--- src/hdl/jts_pkg.sv ---
// Package for the JSON token scanner: byte classes, token kinds, scan modes,
// the classified item that crosses the inner queue, and keyword helpers.
// Depends on nothing; the top level, jts_front and jts_back import it.
`default_nettype none

package jts_pkg;

	localparam int DEF_LINE_BITS       = 24;
	localparam int DEF_FRAC_BITS       = 16;
	localparam int DEF_MAX_FRAC_DIGITS = 5;

	// Depth of the queue between front and back, and of the result queue.
	localparam int IQ_DEPTH = 4;
	localparam int OQ_DEPTH = 4;

	localparam int INT_BITS = 31;

	typedef enum logic [2:0] {
		CLS_SPACE = 3'd0,
		CLS_LF    = 3'd1,
		CLS_CR    = 3'd2,
		CLS_QUOTE = 3'd3,
		CLS_ALPHA = 3'd4,
		CLS_DIGIT = 3'd5,
		CLS_DOT   = 3'd6,
		CLS_OTHER = 3'd7
	} cls_t;

	typedef enum logic [3:0] {
		K_CHAR  = 4'd0,
		K_SBYTE = 4'd1,
		K_SEND  = 4'd2,
		K_TRUE  = 4'd3,
		K_FALSE = 4'd4,
		K_NULL  = 4'd5,
		K_INT   = 4'd6,
		K_REAL  = 4'd7,
		K_END   = 4'd8
	} kind_t;

	typedef enum logic [4:0] {
		M_IDLE   = 5'b00001,
		M_STRING = 5'b00010,
		M_WORD   = 5'b00100,
		M_INT    = 5'b01000,
		M_FRAC   = 5'b10000
	} mode_t;

	typedef struct packed {
		logic       eoi;
		cls_t       cls;
		logic [7:0] ch;
	} item_t;

	localparam int ITEM_W = $bits(item_t);

	typedef struct packed {
		logic [2:0] len;
		logic [2:0] cand;
	} word_t;

	function automatic logic [7:0] kw_true_at(input logic [2:0] p);
		logic [7:0] c;
		case (p)
			3'd0:    c = "t";
			3'd1:    c = "r";
			3'd2:    c = "u";
			3'd3:    c = "e";
			default: c = 8'h00;
		endcase
		return c;
	endfunction

	function automatic logic [7:0] kw_false_at(input logic [2:0] p);
		logic [7:0] c;
		case (p)
			3'd0:    c = "f";
			3'd1:    c = "a";
			3'd2:    c = "l";
			3'd3:    c = "s";
			3'd4:    c = "e";
			default: c = 8'h00;
		endcase
		return c;
	endfunction

	function automatic logic [7:0] kw_null_at(input logic [2:0] p);
		logic [7:0] c;
		case (p)
			3'd0:    c = "n";
			3'd1:    c = "u";
			3'd2:    c = "l";
			3'd3:    c = "l";
			default: c = 8'h00;
		endcase
		return c;
	endfunction

	// Appends one letter to a word: drops the keywords it no longer matches.
	function automatic word_t word_step(input logic [2:0] p, input logic [2:0] cand,
			input logic [7:0] ch);
		word_t w;
		w.cand    = cand;
		w.cand[0] = cand[0] && (ch == kw_true_at(p));
		w.cand[1] = cand[1] && (ch == kw_false_at(p));
		w.cand[2] = cand[2] && (ch == kw_null_at(p));
		w.len     = (p == 3'd7) ? 3'd7 : p + 3'd1;
		return w;
	endfunction

endpackage

`default_nettype wire

--- src/hdl/json_token_scanner.sv ---
// Channel   Handshake        Payload                     Beat
// input     push / full      char_byte, end_of_input     one text byte
// result    pop / empty      token_kind                  one token
//
// One byte is taken each cycle while full is low; the back part scans one byte
// per cycle from the inner queue while the result queue has room for the two
// tokens a byte may give. A byte that gives two tokens needs two result beats,
// so the pop side sets the rate. A byte waits in the inner queue until scanned,
// and any token it gives is registered in the result queue as it is scanned.
// Reset clears all scanner state at once; the line count restarts at one.
// Both queues hold four entries; full and empty only reflect their fill.
// Top level of the JSON token scanner; instantiates jts_front, jts_fifo and
// jts_back, and depends on jts_pkg.
`default_nettype none

module json_token_scanner #(
	parameter int LINE_BITS       = jts_pkg::DEF_LINE_BITS,
	parameter int FRAC_BITS       = jts_pkg::DEF_FRAC_BITS,
	parameter int MAX_FRAC_DIGITS = jts_pkg::DEF_MAX_FRAC_DIGITS
) (
	input  wire logic       clk,
	input  wire logic       arst_n,
	input  wire logic       push,
	output logic            full,
	input  wire logic [7:0] char_byte,
	input  wire logic       end_of_input,
	output logic            empty,
	input  wire logic       pop,
	output logic [3:0]      token_kind
);
	import jts_pkg::*;

	logic              q_push, q_pop, q_full, q_empty;
	item_t             q_in, q_out;
	logic [ITEM_W-1:0] q_dout;

	jts_front u_front (
		.push         (push),
		.full         (full),
		.char_byte    (char_byte),
		.end_of_input (end_of_input),
		.q_push       (q_push),
		.q_item       (q_in),
		.q_full       (q_full)
	);

	jts_fifo #(
		.DEPTH (IQ_DEPTH),
		.WIDTH (ITEM_W)
	) u_queue (
		.clk    (clk),
		.arst_n (arst_n),
		.push   (q_push),
		.din    (q_in),
		.full   (q_full),
		.pop    (q_pop),
		.dout   (q_dout),
		.empty  (q_empty)
	);

	assign q_out = item_t'(q_dout);

	jts_back #(
		.LINE_BITS       (LINE_BITS),
		.FRAC_BITS       (FRAC_BITS),
		.MAX_FRAC_DIGITS (MAX_FRAC_DIGITS)
	) u_back (
		.clk        (clk),
		.arst_n     (arst_n),
		.q_item     (q_out),
		.q_empty    (q_empty),
		.q_pop      (q_pop),
		.empty      (empty),
		.pop        (pop),
		.token_kind (token_kind)
	);

`ifndef SYNTHESIS
	a_back_pops_only_filled: assert property (@(posedge clk) disable iff (!arst_n)
		q_pop |-> !q_empty)
		else $error("back part took a byte from an empty queue");

	a_queue_not_full_and_empty: assert property (@(posedge clk) disable iff (!arst_n)
		!(q_full && q_empty))
		else $error("inner queue reports full and empty together");

	a_beat_lands_in_queue: assert property (@(posedge clk) disable iff (!arst_n)
		(push && !full && q_empty) |=> !q_empty)
		else $error("accepted beat did not reach the inner queue");
`endif

endmodule

`default_nettype wire

--- src/hdl/jts_fifo.sv ---
// Small synchronous queue of fixed-width entries, one push and one pop a cycle.
// Carries classified bytes from front to back. Depends on nothing.
`default_nettype none

module jts_fifo #(
	parameter int DEPTH = 4,
	parameter int WIDTH = 12
) (
	input  wire logic             clk,
	input  wire logic             arst_n,
	input  wire logic             push,
	input  wire logic [WIDTH-1:0] din,
	output logic                  full,
	input  wire logic             pop,
	output logic [WIDTH-1:0]      dout,
	output logic                  empty
);
	localparam int PTR_W = (DEPTH > 1) ? $clog2(DEPTH) : 1;
	localparam int CNT_W = $clog2(DEPTH + 1);

	logic [WIDTH-1:0] mem_q [DEPTH];
	logic [PTR_W-1:0] wr_q, rd_q;
	logic [CNT_W-1:0] cnt_q;
	logic             do_push, do_pop;

	assign full    = (cnt_q == CNT_W'(DEPTH));
	assign empty   = (cnt_q == '0);
	assign do_push = push && !full;
	assign do_pop  = pop && !empty;
	assign dout    = mem_q[rd_q];

	always_ff @(posedge clk) begin
		if (do_push) begin
			mem_q[wr_q] <= din;
		end
	end

	always_ff @(posedge clk or negedge arst_n) begin
		if (!arst_n) begin
			wr_q  <= '0;
			rd_q  <= '0;
			cnt_q <= '0;
		end else begin
			if (do_push) begin
				wr_q <= (wr_q == PTR_W'(DEPTH - 1)) ? '0 : wr_q + 1'b1;
			end
			if (do_pop) begin
				rd_q <= (rd_q == PTR_W'(DEPTH - 1)) ? '0 : rd_q + 1'b1;
			end
			cnt_q <= cnt_q + CNT_W'(do_push) - CNT_W'(do_pop);
		end
	end

endmodule

`default_nettype wire

--- src/hdl/jts_front.sv ---
// Front part of the scanner: takes input beats and sorts each byte into a class.
// Depends on jts_pkg.
`default_nettype none

module jts_front (
	input  wire logic          push,
	output logic               full,
	input  wire logic [7:0]    char_byte,
	input  wire logic          end_of_input,
	output logic               q_push,
	output jts_pkg::item_t     q_item,
	input  wire logic          q_full
);
	import jts_pkg::*;

	cls_t cls;

	always_comb begin
		if (char_byte == " " || char_byte == 8'h09) begin
			cls = CLS_SPACE;
		end else if (char_byte == 8'h0A) begin
			cls = CLS_LF;
		end else if (char_byte == 8'h0D) begin
			cls = CLS_CR;
		end else if (char_byte == 8'h22) begin
			cls = CLS_QUOTE;
		end else if ((char_byte >= "a" && char_byte <= "z") ||
				(char_byte >= "A" && char_byte <= "Z")) begin
			cls = CLS_ALPHA;
		end else if (char_byte >= "0" && char_byte <= "9") begin
			cls = CLS_DIGIT;
		end else if (char_byte == ".") begin
			cls = CLS_DOT;
		end else begin
			cls = CLS_OTHER;
		end
	end

	assign full       = q_full;
	assign q_push     = push && !q_full;
	assign q_item.eoi = end_of_input;
	assign q_item.cls = cls;
	assign q_item.ch  = char_byte;

endmodule

`default_nettype wire

--- src/hdl/jts_back.sv ---
// Back part of the scanner: the token state machine, line and number state,
// and the result queue that holds up to two tokens from each byte.
// Depends on jts_pkg.
`default_nettype none

module jts_back #(
	parameter int LINE_BITS       = jts_pkg::DEF_LINE_BITS,
	parameter int FRAC_BITS       = jts_pkg::DEF_FRAC_BITS,
	parameter int MAX_FRAC_DIGITS = jts_pkg::DEF_MAX_FRAC_DIGITS
) (
	input  wire logic           clk,
	input  wire logic           arst_n,
	input  wire jts_pkg::item_t q_item,
	input  wire logic           q_empty,
	output logic                q_pop,
	output logic                empty,
	input  wire logic           pop,
	output logic [3:0]          token_kind
);
	import jts_pkg::*;

	localparam int OQ_PTR_W = $clog2(OQ_DEPTH);
	localparam int OQ_CNT_W = $clog2(OQ_DEPTH + 1);
	localparam int SUM_W    = FRAC_BITS + 6;
	localparam int NUM_W    = INT_BITS + 4;
	localparam logic [FRAC_BITS:0] FRAC_CAP = '1;

	// Weight of fraction digit k (from 0), round(2^FRAC_BITS / 10^(k+1)), by digit count.
	logic [FRAC_BITS:0] w_tab [8];
	for (genvar k = 0; k < 8; k++) begin : g_weight
		localparam longint unsigned P = 64'd10 ** (k + 1);
		localparam longint unsigned W = (k < MAX_FRAC_DIGITS) ?
			((((64'd1 << (FRAC_BITS + 1)) / P) + 64'd1) >> 1) : 64'd0;
		assign w_tab[k] = (FRAC_BITS + 1)'(W);
	end

	mode_t                mode_q, mode_d;
	logic [LINE_BITS-1:0] line_q, line_d;
	logic [INT_BITS-1:0]  int_q, int_d;
	logic [FRAC_BITS:0]   frac_q, frac_d;
	logic [2:0]           fcnt_q, fcnt_d;
	logic [2:0]           wlen_q, wlen_d;
	logic [2:0]           cand_q, cand_d;
	logic                 ovf_q, ovf_d;
	logic                 cr_q, cr_d;

	logic [OQ_CNT_W-1:0]  oq_cnt_q;
	logic [OQ_PTR_W-1:0]  oq_wr_q, oq_rd_q;
	kind_t                oq_mem_q [OQ_DEPTH];

	word_t                wa;
	logic                 in_word;
	logic [3:0]           digit;
	logic [NUM_W-1:0]     num;
	logic [SUM_W-1:0]     fsum;
	logic                 flush_v;
	kind_t                flush_k;
	logic                 f_v, s_v, do_idle;
	kind_t                s_k, tok0;
	logic [1:0]           n_tok;
	logic                 out_pop;

	assign in_word = (mode_q == M_WORD);
	assign wa      = word_step(in_word ? wlen_q : 3'd0, in_word ? cand_q : 3'b111, q_item.ch);
	assign digit   = q_item.ch[3:0];
	assign num     = ({4'b0, int_q} << 3) + ({4'b0, int_q} << 1) + NUM_W'(digit);
	assign fsum    = SUM_W'(frac_q) + SUM_W'(digit) * SUM_W'(w_tab[fcnt_q]);

	// The token a pending word, number or string gives when something ends it.
	always_comb begin
		flush_v = 1'b0;
		flush_k = K_CHAR;
		unique case (mode_q)
			M_STRING: begin
				flush_v = 1'b1;
				flush_k = K_SEND;
			end
			M_WORD: begin
				if (cand_q[0] && wlen_q == 3'd4) begin
					flush_v = 1'b1;
					flush_k = K_TRUE;
				end else if (cand_q[1] && wlen_q == 3'd5) begin
					flush_v = 1'b1;
					flush_k = K_FALSE;
				end else if (cand_q[2] && wlen_q == 3'd4) begin
					flush_v = 1'b1;
					flush_k = K_NULL;
				end
			end
			M_INT: begin
				flush_v = 1'b1;
				flush_k = K_INT;
			end
			M_FRAC: begin
				flush_v = 1'b1;
				flush_k = K_REAL;
			end
			default: begin
				flush_v = 1'b0;
			end
		endcase
	end

	always_comb begin
		mode_d  = mode_q;
		line_d  = line_q;
		int_d   = int_q;
		frac_d  = frac_q;
		fcnt_d  = fcnt_q;
		wlen_d  = wlen_q;
		cand_d  = cand_q;
		ovf_d   = ovf_q;
		cr_d    = 1'b0;
		do_idle = 1'b0;
		f_v     = 1'b0;
		s_v     = 1'b0;
		s_k     = K_CHAR;
		if (q_item.eoi) begin
			f_v    = flush_v;
			s_v    = 1'b1;
			s_k    = K_END;
			mode_d = M_IDLE;
		end else begin
			unique case (mode_q)
				M_STRING: begin
					s_v = 1'b1;
					if (q_item.cls == CLS_QUOTE) begin
						s_k    = K_SEND;
						mode_d = M_IDLE;
					end else begin
						s_k = K_SBYTE;
					end
				end
				M_WORD: begin
					if (q_item.cls == CLS_ALPHA) begin
						wlen_d = wa.len;
						cand_d = wa.cand;
					end else begin
						f_v     = flush_v;
						do_idle = 1'b1;
					end
				end
				M_INT: begin
					if (q_item.cls == CLS_DIGIT) begin
						if (num[NUM_W-1:INT_BITS] != '0) begin
							int_d = '1;
							ovf_d = 1'b1;
						end else begin
							int_d = num[INT_BITS-1:0];
						end
					end else if (q_item.cls == CLS_DOT) begin
						mode_d = M_FRAC;
						frac_d = '0;
						fcnt_d = '0;
					end else begin
						f_v     = flush_v;
						do_idle = 1'b1;
					end
				end
				M_FRAC: begin
					if (q_item.cls == CLS_DIGIT) begin
						if (fcnt_q < 3'(MAX_FRAC_DIGITS)) begin
							fcnt_d = fcnt_q + 3'd1;
							frac_d = (fsum > SUM_W'(FRAC_CAP)) ? FRAC_CAP : fsum[FRAC_BITS:0];
						end
					end else begin
						f_v     = flush_v;
						do_idle = 1'b1;
					end
				end
				default: begin
					do_idle = 1'b1;
				end
			endcase
			if (do_idle) begin
				mode_d = M_IDLE;
				unique case (q_item.cls) inside
					CLS_SPACE: begin
						mode_d = M_IDLE;
					end
					CLS_LF: begin
						// The LF of a CR-LF pair was counted with the CR.
						if (!cr_q) begin
							line_d = line_q + 1'b1;
						end
					end
					CLS_CR: begin
						line_d = line_q + 1'b1;
						cr_d   = 1'b1;
					end
					CLS_QUOTE: begin
						mode_d = M_STRING;
					end
					CLS_ALPHA: begin
						mode_d = M_WORD;
						wlen_d = wa.len;
						cand_d = wa.cand;
					end
					CLS_DIGIT: begin
						mode_d = M_INT;
						int_d  = INT_BITS'(digit);
						frac_d = '0;
						fcnt_d = '0;
						ovf_d  = 1'b0;
					end
					CLS_DOT, CLS_OTHER: begin
						s_v = 1'b1;
						s_k = K_CHAR;
					end
					default: begin
						s_v = 1'b1;
						s_k = K_CHAR;
					end
				endcase
			end
		end
	end

	// A byte is taken only when the result queue has room for two tokens.
	assign q_pop   = !q_empty && (oq_cnt_q <= OQ_CNT_W'(OQ_DEPTH - 2));
	assign tok0    = f_v ? flush_k : s_k;
	assign n_tok   = q_pop ? (2'(f_v) + 2'(s_v)) : 2'd0;
	assign empty   = (oq_cnt_q == '0);
	assign out_pop = pop && !empty;
	assign token_kind = oq_mem_q[oq_rd_q];

	always_ff @(posedge clk) begin
		if (n_tok != 2'd0) begin
			oq_mem_q[oq_wr_q] <= tok0;
		end
		if (n_tok == 2'd2) begin
			oq_mem_q[oq_wr_q + 1'b1] <= s_k;
		end
	end

	always_ff @(posedge clk or negedge arst_n) begin
		if (!arst_n) begin
			mode_q   <= M_IDLE;
			line_q   <= LINE_BITS'(1);
			int_q    <= '0;
			frac_q   <= '0;
			fcnt_q   <= '0;
			wlen_q   <= '0;
			cand_q   <= '0;
			ovf_q    <= 1'b0;
			cr_q     <= 1'b0;
			oq_cnt_q <= '0;
			oq_wr_q  <= '0;
			oq_rd_q  <= '0;
		end else begin
			if (q_pop) begin
				mode_q <= mode_d;
				line_q <= line_d;
				int_q  <= int_d;
				frac_q <= frac_d;
				fcnt_q <= fcnt_d;
				wlen_q <= wlen_d;
				cand_q <= cand_d;
				ovf_q  <= ovf_d;
				cr_q   <= cr_d;
			end
			oq_wr_q  <= oq_wr_q + OQ_PTR_W'(n_tok);
			if (out_pop) begin
				oq_rd_q <= oq_rd_q + 1'b1;
			end
			oq_cnt_q <= oq_cnt_q + OQ_CNT_W'(n_tok) - OQ_CNT_W'(out_pop);
		end
	end

endmodule

`default_nettype wire
--- config.mk ---
export PLATFORM = sky130hd
export DESIGN_NAME = json_token_scanner
export DESIGN_NICKNAME = d
export VERILOG_FILES = /design/src/hdl/jts_pkg.sv /design/src/hdl/json_token_scanner.sv /design/src/hdl/jts_fifo.sv /design/src/hdl/jts_front.sv /design/src/hdl/jts_back.sv
export SDC_FILE = /design/constraint.sdc
export NUM_CORES = 1
export LEC_CHECK = 0
export CAP_MARGIN = 10
export CORE_MARGIN = 3
export CORE_UTILIZATION = 55
export DETAILED_ROUTE_END_ITERATION = 10
export DONT_BUFFER_PORTS = 1
export PLACE_DENSITY = 0.7
export SETUP_SLACK_MARGIN = 0.1
export SYNTH_ARGS = -nofsm -noshare
export SYNTH_HDL_FRONTEND = slang
export SYNTH_SLANG_ARGS = --single-unit
--- constraint.sdc ---
create_clock -name clk -period 10.21 [get_ports clk]
set_clock_uncertainty 0.05 [all_clocks]
set_input_delay 0 -clock clk [delete_from_list [all_inputs] [get_ports clk]]
set_output_delay 0 -clock clk [all_outputs]
set_load 0.01 [all_outputs]
# ---- Word-level counts from Yosys, hierarchy flattened
# Memory sizes are Yosys's and may differ from the RTL's.
# Index checks and enable logic that the tools add are counted.
dict set report word_totals {
  ram_bits 64
  word_cells 160
  register_bits 25
  n_memories 2
}
# name words word_bits rd rd_clocked_by_memory_dff write_ports line
set mem_list {}
lappend mem_list {u_queue.mem_q 4 12 1 0 1 jts_fifo.sv:21} ;# logic [WIDTH-1:0] mem_q [DEPTH];
lappend mem_list {u_back.oq_mem_q 4 4 1 0 2 jts_back.sv:49} ;# kind_t oq_mem_q [OQ_DEPTH];
dict set report classes {
  add_sub_neg 11
  n_mux 67
  bitwise 1
  reduce_logical 30
  eq_ne 33
  order_cmp 7
}
# cell count
set ops {}
lappend ops {{$mux W3} 18}
lappend ops {{$pmux W7 S5} 1}
lappend ops {{$mux W4} 7}
lappend ops {{$pmux W7 S4} 1}
lappend ops {{$mux W5} 5}
lappend ops {{$eq A3 B3 Y1 const B} 8}
lappend ops {{$eq A8 B4 Y1 const B} 3}
lappend ops {{$eq A8 B6 Y1 const B} 3}
lappend ops {{$eq A8 B7 Y1} 3}
lappend ops {{$mux W1} 24}
lappend ops {{$pmux W7 S3} 1}
lappend ops {{$ge A8 B7 Y1 const B} 2}
lappend ops {{$le A8 B7 Y1 const B} 2}
lappend ops {{$pmux W4 S4} 1}
lappend ops {{$logic_and A1 B1 Y1} 14}
lappend ops {{$eq A3 B2 Y1 const B} 4}
lappend ops {{$logic_not A3 Y1} 4}
lappend ops {{$pmux W4 S3} 1}
lappend ops {{$pmux W5 S2} 1}
lappend ops {{$add A2 B1 Y2 const B} 4}
lappend ops {{$ge A8 B6 Y1 const B} 1}
lappend ops {{$le A8 B6 Y1 const B} 1}
lappend ops {{$mux W2} 4}
lappend ops {{$ne A4 B2 Y1 const B} 2}
lappend ops {{27 further kinds} 34}

# ---- Depth between registers and ports, before layout
dict set report logic_depth {
  word_depth 15
  mapped_depth 14
}

# ---- Modules after synthesis
# A second synthesis with hierarchy kept.
dict set report unflattened {
  hier_cells 405
  area_unflattened_um2 5041.1
}
# module seq_area_each_um2 area_each_um2 instances cells_each
set by_module_without_submodules {}
lappend by_module_without_submodules {jts_back 892.1 2580.0 1 268}
lappend by_module_without_submodules {jts_fifo 1616.6 2227.1 1 102}
lappend by_module_without_submodules {jts_front 0.0 234.0 1 35}

# ---- Least setup slack after synthesis
# OpenSTA, ideal clock, no wires.
dict set report synth_timing {
  path_kind {flip-flop to flip-flop}
  from {reg u_back.mode_q[4]}
  to {reg u_back.oq_cnt_q[2]}
  path_stages_with_launch 14
  arrival_time_ps 3174
  required_time_ps 10037
  path_slack_ps 6864
  path_buffers 2
  cell_sequence {dfrtp_1 > buf_6 > or4_1 > buf_2 > o221a_4 > o21bai_4 > a31oi_4 > nor2_1 > ha_1 > nand3_1 > ha_1 > fa_1 > xor2_1 > xnor2_1}
}
dict set report synth_between {
  elab_chain_len 11
}
# element line
set synth_lines {}
lappend synth_lines {{start: declaration} jts_back.sv:37} ;# mode_t mode_q, mode_d;
lappend synth_lines {{start signal: assignment} jts_back.sv:252} ;# mode_q <= mode_d;
lappend synth_lines {{$eq A5 B2 Y1, or another cell as far along} {jts_back.sv:73, jts_back.sv:124}}
lappend synth_lines {{$reduce_or A3 Y1 (no line)} -}
lappend synth_lines {{$pmux W1 S2} jts_back.sv:73} ;# unique case (mode_q)
lappend synth_lines {{$mux W1} jts_back.sv:151} ;# end else if (q_item.cls == CLS_DOT) begin
lappend synth_lines {{$mux W1} jts_back.sv:144} ;# if (q_item.cls == CLS_DIGIT) begin
lappend synth_lines {{$pmux W1 S3} jts_back.sv:124} ;# unique case (mode_q)
lappend synth_lines {{$mux W1} jts_back.sv:118} ;# if (q_item.eoi) begin
lappend synth_lines {{$add A1 B1 Y2 *} jts_back.sv:222} ;# assign n_tok = q_pop ? (2'(f_v) + 2'(s_v)) : 2'd0;
lappend synth_lines {{$mux W2 *} jts_back.sv:222}
lappend synth_lines {{$add A3 B2 Y3 *} jts_back.sv:266} ;# oq_cnt_q <= oq_cnt_q + OQ_CNT_W'(n_tok) - OQ_CNT_W'(out_pop);
lappend synth_lines {{$sub A3 B1 Y3 *} jts_back.sv:266}
lappend synth_lines {{end signal: assignment} jts_back.sv:266}
lappend synth_lines {{end: declaration} jts_back.sv:47} ;# logic [OQ_CNT_W-1:0] oq_cnt_q;
# Mark *: on every way between the ends. The rest lies on a longest branch, timed or not. The select of a mux whose other input is x is not followed.
# A chain may end at the register's enable or synchronous reset.

# ---- Worst setup path after layout
dict set report layout_timing {
  from {reg u_queue.rd_q[0]}
  to {reg u_back.oq_cnt_q[2]}
}
dict set report layout_between {
  elab_chain_len 12
}
# element line
set layout_lines {}
lappend layout_lines {{start: declaration} jts_fifo.sv:22} ;# logic [PTR_W-1:0] wr_q, rd_q;
lappend layout_lines {{start signal: assignment} jts_fifo.sv:48} ;# rd_q <= (rd_q == PTR_W'(DEPTH - 1)) ? '0 : rd_q + 1'b1;
lappend layout_lines {{$mem_v2 Z4 W12 *} -}
lappend layout_lines {{$eq A3 B3 Y1} jts_back.sv:151}
lappend layout_lines {{$mux W1} jts_back.sv:151}
lappend layout_lines {{$mux W1} jts_back.sv:144}
lappend layout_lines {{$pmux W1 S4} jts_back.sv:124}
lappend layout_lines {{$mux W1} jts_back.sv:118}
lappend layout_lines {{$mux W1} jts_back.sv:175} ;# if (do_idle) begin
lappend layout_lines {{$mux W1} jts_back.sv:118}
lappend layout_lines {{$add A1 B1 Y2 *} jts_back.sv:222}
lappend layout_lines {{$mux W2 *} jts_back.sv:222}
lappend layout_lines {{$add A3 B2 Y3 *} jts_back.sv:266}
lappend layout_lines {{$sub A3 B1 Y3 *} jts_back.sv:266}
# Marked as above.

==> results.toml <==
[placed_design]
placed_area_um2 = 4840
routabilityCongestion = 0.919
numPortBuffers = 0
place_inst = 493
dp_hpwl_um = 6470
dpl_worst_slack_ps = 6170

[sta]
finalHoldViolCount = 0
layout_setup_ws_ps = 6170
drv_slew = 0
fin_tns_setup_ps = 0
maxSlewHeadroom = 0.428
setup_violations = 0
tightestPinTransition_ps = 857
fin_crit_ps = 4040
rsz0062_at_grt = "false"
max_freq_mhz = 248
period_share = 0.396
hold-worst-slack_ps = 14.7

[synth]
ys.flop_type = "edfxtp_1"
syn_area_um2 = 4790
synthTopCellsByArea = "edfxtp_1, dfrtp_1, mux4_2"
synthCells = 406
yosysTopAreaCellShare = 0.376
synth_edf_count = 60
syn_nets = 437
async_reset_ff_frac = 0.281
synth_seq_cells = 89
avgSynthCellArea_um2 = 11.8
yosysSeqAreaShare = 0.523
ys_types = 65
yosysWarnings = 0
yosysTopAreaCell = "edfxtp_1"

[layout]
layout.cells.non_filler = 522
n_antenna_cell = 0
area_delta_synth_final_pct = 7.83
nNetsFinal = 443
n_fill_cell = 659
finalInstanceArea_um2 = 5170
utilization = 0.620
drive_gt1_frac = 0.106

[cts]
cts.sinks = 89
path_clk_slew_ps = 100
clk_latency_ps = 350
cts_tree = "yes"
numCtsBuffers = 9
cts_max_level = 3
cts_setup_buffers = 0
root_buffer = "clkbuf_8"
clockBufferDepth = 2

[power_and_ir_drop]
seqPwrFrac = 0.432
p_total_mw = 1.36
leakage_nw = 1.91
switching_power_mw = 0.540
p_sw_frac = 0.396
pwr-share-comb = 0.401
power.density_nw_per_um2 = 263
p_int_mw = 0.822
power_frac_clock = 0.167
ir_drop_v = 0.000150

[job]
drv_cap = 0

[floorplanning]
coreArea_um2 = 8340
io_pins = 19
start_util = 0.575
dieArea_um2 = 9870
std_cell_rows = 33
die_w_um = 99.4
die_h_um = 99.4

[worst_setup_path]
end_kind = "flip-flop"
cp-start-kind = "flip-flop"
cp_max_fo = 16
crit_type = "reg -> reg"
crit_arrival_ps = 4240
worstPathRequired_ps = 10410

[run_status]
outcome = "completed"

[routing]
vias = 3185
drtIter0Drc = 182
remaining_drc_errors = 0
routed_wl_um = 9210
wl_per_cell_um = 17.6
vias_per_cell = 6.10
antenna_left = 0
dr.pass1.iters = 4

[min_path]
hp-class = "in -> async"

[grt]
grt_pass1_vias = 3163
grt_max_degree = 26
antenna_found_initial = 0
grtUsageTotal = 0.202
grt_pass1_wl_um = 15700
grt.overflow.total = 0
-- cells by family (layout without fill, tap and decap cells) --
family                     after synthesis  count (layout)  synth area share
muxes                                   20              20            0.0812
xor gates and xnor gates                16              16            0.0292
adders and majority gates               18              18            0.0501
AOI/OAI and AO/OA                       77              77             0.125
and+or+nand+nor                        143             143             0.154
buffers and inverters                   43              54            0.0371
DFF                                     89              89             0.523
-- cell usage in the layout (no fill, tap or decap), types with 4 or more instances in the layout --
cell type / count
edfxtp_1: 60
nand2_1: 32
nor2_1: 29
inv_1: 25
dfrtp_1: 24
nor3_1: 20
ha_1: 16
mux4_2: 15
a21oi_1: 15
nand3_1: 12
o21ai_0: 12
dlygate4sd3_1: 12
and2_1: 10
nor2b_1: 9
clkbuf_8: 9
xor2_1: 8
xnor2_1: 8
or3_1: 5
nand2b_1: 5
a31oi_1: 5
mux2i_1: 4
nor3b_1: 4
nand4_1: 4
o21ai_1: 4
a21o_1: 4
dfxtp_1: 4
-- sequential cells by signal, indices dropped and copies added, names as in the netlist --
name             flops
u_queue.cnt_q        3
u_back.oq_rd_q       2
u_back.cand_q        3
u_back.oq_wr_q       2
u_queue.rd_q         2
u_back.oq_mem_q     16
u_queue.mem_q       48
u_queue.wr_q         2
u_back.mode_q        5
u_back.wlen_q        3
u_back.oq_cnt_q      3
-- per-layer routing --
layer | share of wire | GRT usage | wire length [um]
met5 | 0 | 0 | 0
met4 | 0.017 | 0.0725 | 157
met3 | 0.046 | 0.0372 | 422
met2 | 0.48 | 0.322 | 4420
met1 | 0.46 | 0.278 | 4210
-- final cells by class --
type,instances,area [um^2],area share
Inverter,25,93.8,0.0182
Clock buffer,9,124,0.0240
Clock inverter,7,63.8,0.0123
Timing Repair Buffer,13,140,0.0271
Multi-Input combinational cell,274,2110,0.408
Sequential cell,89,2510,0.485
Tap cell,105,131,0.0254
-- Yosys cell counts, types with 8 or more instances --
library cell,number
nor2_1,29
mux4_2,15
o21ai_0,12
nand3_1,12
xnor2_1,8
clkbuf_1,12
inv_1,25
nor2b_1,9
and2_1,10
dfrtp_1,24
ha_1,16
xor2_1,8
nor3_1,20
nand2_1,32
edfxtp_1,60
a21oi_1,15
-- power groups by stage --
stage,logic [mW],registers [mW],clock network (mW)
after floorplan,0.487,0.538,0
final,0.546,0.588,0.228
after detailed placement,0.540,0.595,0
after CTS,0.550,0.588,0.232
after global placement,0.524,0.593,0
after global routing,0.619,0.604,0.251
-- worst max-delay path, cell delays in order, from the launching register on --
cell     delay, ps
dfrtp_1        910
mux4_2         680
nor2b_1        280
nand3_1        210
a31oi_4        290
nor2_1         100
ha_1           370
and3_1         200
ha_1           150
inv_1           50
fa_1           380
xor2_1         160
xnor2_1        120
-- path summary, 6_finish.rpt --
path / startpoint / end / slack (ps) / depth (start not counted)
max: u_queue.rd_q[0] / u_back.oq_cnt_q[2] / 6170 / 12
min: arst_n / u_back.oq_rd_q[0] / 10 / 2
max reg2reg: u_queue.rd_q[0] / u_back.oq_cnt_q[2] / 6170 / 12
min reg2reg: u_back.oq_mem_q[2][2] / u_back.oq_mem_q[2][2] / 430 / 2
max in group asynchronous: arst_n / u_back.mode_q[0] / 9860 / 2
min in group clk: char_byte[1] / u_queue.mem_q[0][8] / 30 / 2
-- repair_timing --
item | in CTS | in global routing
setup endpoints to repair | 0 | 0
hold buffers | 13 | 0
gates resized for setup | 0 | 0
hold endpoints to repair | 77 | 0
Power figures use the tool's default switching activity.
